## src/rtl/ffa_pkg.sv

```systemverilog
// ffa_pkg: shared types and constants for the first-fit arena allocator
// used by ffa_ctrl, ffa_dp and first_fit_arena_allocator_core
package ffa_pkg;

    localparam logic [1:0] ST_OK      = 2'd0;
    localparam logic [1:0] ST_NO_FIT  = 2'd1;
    localparam logic [1:0] ST_BAD_FREE = 2'd2;
    localparam logic [1:0] ST_FULL    = 2'd3;

    localparam logic OP_ALLOC = 1'b0;
    localparam logic OP_FREE  = 1'b1;

    // datapath commands
    typedef enum logic [3:0] {
        CMD_NONE,
        CMD_INIT,      // write entry 0 from arena size
        CMD_LOAD,      // latch input beat
        CMD_RD,        // issue read at scan index
        CMD_SCAN_CHK,  // compare read data, advance scan index
        CMD_ALLOC_WR,  // write trimmed segment at hit index
        CMD_INS_STEP,  // move entry j-1 to j
        CMD_INS_WR,    // write new free segment
        CMD_FREE_RD,   // latch next neighbour
        CMD_FREE_WR,   // write merged entry
        CMD_REM_STEP   // move entry j+mode to j
    } t_cmd;

    typedef struct packed {
        logic scan_hit;
        logic scan_end;
        logic table_full;
        logic shift_end;
        logic rem_end;
        logic op_free;
        logic is_free_hit;
    } t_stat;

endpackage

```

## src/rtl/ffa_ctrl.sv

```systemverilog
// ffa_ctrl: sequencer for scan, insert shift, merge and remove shift
// depends on ffa_pkg
module ffa_ctrl
    import ffa_pkg::*;
(
    input  logic        i_clk,
    input  logic        i_rst_n,
    input  logic        i_cfg_we,
    input  logic        i_valid,
    output logic        o_stall,
    output logic        o_valid,
    input  logic        i_stall,
    input  t_stat       i_stat,
    output t_cmd        o_cmd,
    output logic [1:0]  o_status,
    output logic        o_ok
);
    typedef enum logic [3:0] {
        S_INIT, S_IDLE, S_RD, S_CHK, S_AWR, S_INS, S_IWR, S_FRD, S_FWR, S_REM,
        S_OUT
    } t_state;

    t_state     r_state;
    logic [1:0] r_status;
    logic       r_ok;
    logic       out_busy;

    assign out_busy = o_valid && i_stall;
    assign o_stall  = !(r_state == S_IDLE) || out_busy || i_cfg_we;
    assign o_status = r_status;
    assign o_ok     = r_ok;

    always_comb begin
        unique case (r_state)
            S_INIT:  o_cmd = CMD_INIT;
            S_IDLE:  o_cmd = (i_valid && !o_stall) ? CMD_LOAD : CMD_NONE;
            S_RD:    o_cmd = CMD_RD;
            S_CHK:   o_cmd = CMD_SCAN_CHK;
            S_AWR:   o_cmd = CMD_ALLOC_WR;
            S_INS:   o_cmd = CMD_INS_STEP;
            S_IWR:   o_cmd = CMD_INS_WR;
            S_FRD:   o_cmd = CMD_FREE_RD;
            S_FWR:   o_cmd = CMD_FREE_WR;
            S_REM:   o_cmd = CMD_REM_STEP;
            default: o_cmd = CMD_NONE;
        endcase
        if (i_cfg_we) o_cmd = CMD_INIT;
    end

    always_ff @(posedge i_clk) begin
        if (!i_rst_n) begin
            r_state <= S_INIT;
            o_valid <= 1'b0;
            r_status <= ST_OK;
            r_ok <= 1'b0;
        end else begin
            if (o_valid && !i_stall) o_valid <= 1'b0;
            if (i_cfg_we) begin
                r_state <= S_IDLE;
            end else begin
                unique case (r_state)
                    S_INIT: r_state <= S_IDLE;
                    S_IDLE: if (i_valid && !o_stall) r_state <= S_RD;
                    S_RD:   r_state <= S_CHK;
                    S_CHK: begin
                        if (i_stat.scan_hit) begin
                            if (i_stat.op_free) begin
                                if (i_stat.is_free_hit) begin
                                    r_status <= ST_BAD_FREE; r_ok <= 1'b0;
                                    r_state <= S_OUT;
                                end else begin
                                    r_state <= S_FRD;
                                end
                            end else if (i_stat.table_full) begin
                                r_status <= ST_FULL; r_ok <= 1'b0;
                                r_state <= S_OUT;
                            end else begin
                                r_state <= S_AWR;
                            end
                        end else if (i_stat.scan_end) begin
                            r_status <= i_stat.op_free ? ST_BAD_FREE : ST_NO_FIT;
                            r_ok <= 1'b0;
                            r_state <= S_OUT;
                        end else begin
                            r_state <= S_RD;
                        end
                    end
                    S_AWR:  r_state <= S_INS;
                    S_INS:  if (i_stat.shift_end) r_state <= S_IWR;
                    S_IWR: begin
                        r_status <= ST_OK; r_ok <= 1'b1; r_state <= S_OUT;
                    end
                    S_FRD:  r_state <= S_FWR;
                    S_FWR:  r_state <= S_REM;
                    // removal pass ends when the datapath has no entry left to move
                    S_REM: if (i_stat.rem_end) begin
                        r_status <= ST_OK; r_ok <= 1'b0; r_state <= S_OUT;
                    end
                    S_OUT: begin
                        if (!out_busy) begin
                            o_valid <= 1'b1;
                            r_state <= S_IDLE;
                        end
                    end
                    default: r_state <= S_IDLE;
                endcase
            end
        end
    end
endmodule

```

## config.mk

```make
export PLATFORM = sky130hd
export DESIGN_NAME = ffa_ctrl
export DESIGN_NICKNAME = d
export VERILOG_FILES = /design/src/rtl/ffa_pkg.sv /design/src/rtl/ffa_ctrl.sv
export SDC_FILE = /design/constraint.sdc
export NUM_CORES = 1
export LEC_CHECK = 0
export BUFFER_PORTS_ARGS = -buffer_cell sky130_fd_sc_hd__buf_2
export CELL_PAD_IN_SITES_DETAIL_PLACEMENT = 1
export CELL_PAD_IN_SITES_GLOBAL_PLACEMENT = 1
export CORE_UTILIZATION = 35
export CTS_CLUSTER_SIZE = 28
export DETAILED_ROUTE_END_ITERATION = 12
export PLACE_DENSITY_LB_ADDON = 0.25
export SLEW_MARGIN = 25
export SYNTH_ARGS = -nofsm -noshare
export SYNTH_HDL_FRONTEND = slang
export SYNTH_SLANG_ARGS = --single-unit
```

## constraint.sdc

```tcl
create_clock -name i_clk -period 2.2 [get_ports i_clk]
set_clock_uncertainty 0.2 [all_clocks]
set_input_delay 0.22 -clock i_clk [delete_from_list [all_inputs] [get_ports i_clk]]
set_output_delay 0.22 -clock i_clk [all_outputs]
set_load 0.03 [all_outputs]
```

Yosys cells after proc, flatten, opt, wreduce, memory -nomap -nowiden
Cells that the tools add are included.
{ "classes": {"n_eq_ne": 21, "magnitude_cmp": 0, "n_mul": 0, "reduce_logical": 14, "n_addsub": 0, "n_shift": 0, "bitwise": 2, "n_div": 0, "muxes": 33} }
{ "ops": {"columns": ["operator", "count"], "rows": [
  ["$pmux 4 s10", 2],
  ["$mux 4", 10],
  ["$eq 4x3->1 const B", 4],
  ["$mux 2", 8],
  ["$eq 4x4->1 const B", 3],
  ["$ne 3x3->1 const B", 4],
  ["$mux 1", 11],
  ["$eq 4x2->1 const B", 2],
  ["$ne 4x4->1 const B", 2],
  ["$reduce_and 4->1", 2],
  ["$ne 2x2->1 const B", 3],
  ["$pmux 2 s3", 1],
  ["$reduce_and 6->1", 1],
  ["$eq 4x1->1 const B", 1],
  ["$logic_not 4->1", 1],
  ["$logic_and 1x1->1", 3],
  ["$logic_not 1->1", 3],
  ["$ne 3x2->1 const B", 1],
  ["$pmux 1 s3", 1],
  ["$reduce_bool 3->1", 1],
  ["$logic_or 1x1->1", 2],
  ["$ne 2x1->1 const B", 1],
  ["$not 1->1", 2],
  ["$reduce_or 2->1", 1]
]} }
{ "word_totals": {"n_memories": 0, "ram_bits": 0, "out_inout_bits": 9, "ff_bits": 8, "latch_bits": 0, "mem_bits_ro": 0} }

Depth between registers and ports, before layout
{ "logic_depth": {"word_depth": 9, "depth_mapped": 5, "depth_no_buf": 4} }

Least setup slack after synthesis
Ideal clock, no wire load.
{ "synth_timing": {"path_type": "reg2out", "from": "register r_state[1]", "to": "output port o_cmd[2]", "stages_incl_launch_ff": 5, "setup_slack_ns": 0.279, "t_required_ns": 1.780, "arrival_ns": 1.501, "path_cell_list": "dfxtp_1 -> buf_2 -> and2_1 -> xnor2_1 -> nor3_1"} }
{ "synth_via": {"elab_chain_cells": 3, "word_cells_on_any_way": 12, "cone_classes": "eq/ne: 9; mux: 2; reduce/logical: 1"} }
{ "synth_lines": {"columns": ["item", "line_no", "rtl"], "rows": [
  ["from (decl)", "ffa_ctrl.sv:23", "t_state r_state;"],
  ["from (signal assigned)", "ffa_ctrl.sv:52", "r_state <= S_INIT;"],
  ["from (signal assigned)", "ffa_ctrl.sv:59", "r_state <= S_IDLE;"],
  ["from (signal assigned)", "ffa_ctrl.sv:62", "S_INIT: r_state <= S_IDLE;"],
  ["$eq 4x4->1, or another cell as far along", "ffa_ctrl.sv:34", "unique case (r_state)"],
  ["$pmux 4 s10 (*)", "ffa_ctrl.sv:34", null],
  ["$mux 4 (*)", "ffa_ctrl.sv:47", "if (i_cfg_we) o_cmd = CMD_INIT;"],
  ["to (decl)", "ffa_ctrl.sv:14", "output t_cmd o_cmd,"]
]} }
Every way passes the cells marked *; elsewhere a longest branch is shown, timed or not.

Worst setup path in the final report
{ "layout_timing": {"from": "register r_state[1]", "to": "output port o_cmd[1]"} }
{ "layout_via": {"elab_chain_cells": 9, "word_cells_on_any_way": 18, "cone_classes": "eq/ne: 9; mux: 3; reduce/logical: 6"} }
{ "layout_lines": {"columns": ["item", "line_no", "rtl"], "rows": [
  ["$eq 4x1->1", "ffa_ctrl.sv:29, ffa_ctrl.sv:34", null],
  ["$logic_not 1->1", "ffa_ctrl.sv:29", "assign o_stall = !(r_state == S_IDLE) || out_busy || i_cfg_we;"],
  ["$logic_or 1x1->1 (2 in a row)", "ffa_ctrl.sv:29", null],
  ["$logic_not 1->1", "ffa_ctrl.sv:36", "S_IDLE: o_cmd = (i_valid && !o_stall) ? CMD_LOAD : CMD_NONE;"],
  ["$logic_and 1x1->1", "ffa_ctrl.sv:36", null],
  ["$mux 2", "ffa_ctrl.sv:36", null],
  ["$pmux 4 s10 (*)", "ffa_ctrl.sv:34", null],
  ["$mux 4 (*)", "ffa_ctrl.sv:47", null]
]} }
Marked as above.

==> metrics.yaml <==
cts:
  cts.sinks: 8
  clockBufferDepth: 2
  cts_htree_levels: 1
  clk_latency_ns: 0.27
  cts_inserted_buffers: 3
  hold_buffers: 0
  cts.reportedPaths.clkPinSlew_ns: 0.06
  root_buffer: "clkbuf_4"
  cts_tree: "yes"
synth:
  syn_area_um2: 704
  syn_nets: 102
  ys_top_cells_by_area: "dfxtp_1 (23%), a21oi_1 (6.4%), mux2i_1 (4.3%)"
  synth-seq-cells: 8
  synth_simple_gate_area_frac: 0.329
  yosys.area.top_type: "dfxtp_1"
  ys_warn_count: 0
  synthAdderAreaFrac: 0
  synth_xor_area_frac: 0.0124
  syn_avg_cell_area_um2: 7.83
  syn_inst: 90
  muxShareOfSynthArea: 0.0426
  synth_top_family_by_area: "simple AND/OR/NAND/NOR gates"
  netlist.area_leader.share: 0.227
  synth-compound-area-share: 0.327
  ys_seq_area_frac: 0.227
  yosysUniqueCellTypes: 41
route:
  ant_nets: 0
  via_per_inst: 5.68
  firstDrtPassIters: 4
  wl_per_cell_um: 14.6
  dr.first_iter.drc_count: 17
  wl_mm: 1.96
  drc_errors: 0
  route.vias.total: 761
sta:
  slew_viol_final: 0
  fmax_ghz: 0.482
  tns_ns: 0
  fin_hold_ws_ns: 0.0971
  slew_headroom: 0.660
  tightest_slew_ns: 0.509
  period_minus_slack_ns: 2.07
  hold_viol_final: 0
  rsz0062_at_grt: "no"
  post-route-period-util: 0.943
  finalSetupViolations: 0
final_layout:
  fin_util: 0.469
  finalNetCount: 123
  syn_to_final_growth_pct: 20.1
  num-fill-cells: 237
  seqCellArea_um2: 161
  multi_input_area_um2: 500
  antenna_cells: 0
  drive_gt1_frac: 0.284
critical_path:
  critPathKind: "register to primary output"
  cp.arrival_ns: 1.65
  reg2reg_to: "o_status[0]"
  regToRegStartpoint: "r_state[1]"
  cp-end-kind: "primary output"
  r2r_setup_slack_ns: 0.26
  critPathLaunchType: "register"
  timing.critical_path.fanout_max: 15
  cp.required_ns: 1.78
  rr_worst_depth: 4
floorplan:
  rows: 15
  core-area_mm2: 0.00180
  dieHeight_um: 46.9
  start_util: 0.391
  dieArea_mm2: 0.00220
  ios: 21
  die_w_um: 46.9
grt:
  grt_usage: 0.213
  grt_pass1_vias: 731
  grt_pass1_wl_mm: 3.33
  grt_max_degree: 18
  grt_overflow_total: 0
  antenna_found_initial: 0
worst_hold_path:
  min_path_type: "primary input to register"
  hp-start: "i_stall"
  whs_endpoint: "r_state[1]"
  holdPathStages: 3
place:
  place_hpwl_mm: 1.51
  io_buffers: 20
  routabilityCongestion: 0.804
run:
  max-cap-violations: 0
run_status:
  outcome: "completed"
power:
  power_leakage_nw: 0.326
  p_per_area_mw_per_mm2: 427
  vdd_drop_max_mv: 0.239
-- logic make-up (layout without fill, tap and decap cells) --
family / count (synthesis) / after routing
XOR/XNOR: 1 / 1
multiplexers: 3 / 3
buffers and inverters: 10 / 29
AND/OR/NAND/NOR: 35 / 35
flip-flops: 8 / 8
AO/OA/AOI/OAI: 33 / 33
-- where the power goes --
group	total (mW)	internal, mW	switching (mW)
logic	0.0841	0.0358	0.0483
clock network	0.120	0.0629	0.0574
registers	0.157	0.148	0.00865
total	0.361	0.247	0.114
-- synthesized netlist by cell type --
| cell type | number |
|---|---|
| a21oi_1 | 9 |
| dfxtp_1 | 8 |
| nor2_1 | 8 |
| nand2_1 | 7 |
| buf_2 | 5 |
| inv_1 | 4 |
| mux2i_1 | 3 |
| o21ai_0 | 3 |
| a21o_1 | 2 |
| a22oi_1 | 2 |
| a41oi_1 | 2 |
| and2b_1 | 2 |
| nand3_1 | 2 |
| nand3b_1 | 2 |
| nor3_1 | 2 |
| nor3b_1 | 2 |
| o21ai_1 | 2 |
| or3b_1 | 2 |
| a2111oi_2 | 1 |
| a211o_1 | 1 |
| a211oi_1 | 1 |
| a21boi_0 | 1 |
| a21oi_2 | 1 |
| a31oi_1 | 1 |
| a32o_1 | 1 |
| and2_1 | 1 |
| buf_1 | 1 |
| nand4_1 | 1 |
| nand4bb_1 | 1 |
| nand4bb_4 | 1 |
| nor2b_1 | 1 |
| nor3b_2 | 1 |
| nor4bb_2 | 1 |
| o211ai_1 | 1 |
| o21bai_1 | 1 |
| o221ai_1 | 1 |
| o22ai_1 | 1 |
| o311a_1 | 1 |
| o32ai_1 | 1 |
| or2_1 | 1 |
| xnor2_1 | 1 |
-- area by class of cell --
cell class / instances / share of cell area
timing repair buffer: 22 / 0.136
multi-input combinational: 72 / 0.592
clock buffer: 3 / 0.0266
inverter: 4 / 0.0178
tap: 25 / 0.0370
sequential: 8 / 0.191
-- repair_timing --
item | 4_1_cts | 5_1_grt
endpoints found under the setup margin | 1 | 0
resized for setup | 1 | 0
endpoints found under the hold margin | 0 | 0
buffers inserted | 0 | 0
-- per-layer routing --
metal  track usage  vias up  part of all wire
met5             0        -                 0
met4        0.0743        0                 0
met3        0.0423        0             0.039
met2         0.336       19              0.46
met1         0.289      362              0.50
li1              -      380                 -
-- cell usage in the layout (no fill, tap or decap), types with 2 or more instances in the layout --
master / count
mux2i_1: 3
buf_2: 20
nand3_1: 2
nor3_1: 2
inv_1: 4
or3b_1: 2
nor2_1: 8
a21o_1: 2
a21oi_1: 9
nor3b_1: 2
a41oi_1: 2
buf_4: 2
nand3b_1: 2
and2b_1: 2
a22oi_1: 2
o21ai_0: 3
o21ai_1: 2
clkbuf_4: 3
dfxtp_1: 7
nand2_1: 7
-- worst max path at each step --
| stage | startpoint | to | slack (ns) | depth (start not counted) |
|---|---|---|---|---|
| global route | r_state[2] | o_cmd[1] | 0.02 | 5 |
| detailed placement | r_state[2] | o_cmd[1] | 0.22 | 5 |
| finish | r_state[1] | o_cmd[1] | 0.13 | 3 |
| floorplan | r_state[1] | o_cmd[2] | 0.28 | 4 |
| CTS | r_state[1] | o_cmd[1] | 0.13 | 3 |
| global placement | r_state[2] | o_cmd[1] | 0.26 | 5 |
-- critical path, stage by stage, from the launching register on --
cell and delay (ns):
dfxtp_1 0.64, and2b_1 0.31, a32o_1 0.26, buf_2 0.17
-- stage by stage --
step                      power [mW]  setup WS, ns  cells  cell area [um2]
after floorplan                0.214         0.279     90              704
after global placement         0.243         0.255    131              822
after detailed placement       0.244         0.217    131              822
after CTS                      0.365         0.131    134              846
after global routing           0.383        0.0156    134              846
final                          0.361         0.126    134              846
-- flip-flops by register name, indices dropped and copies added (netlist names) --
| register | flops |
|---|---|
| o_status | 2 |
| o_ok | 1 |
| o_valid | 1 |
| r_state | 4 |
(Power assumes the default switching activity.)
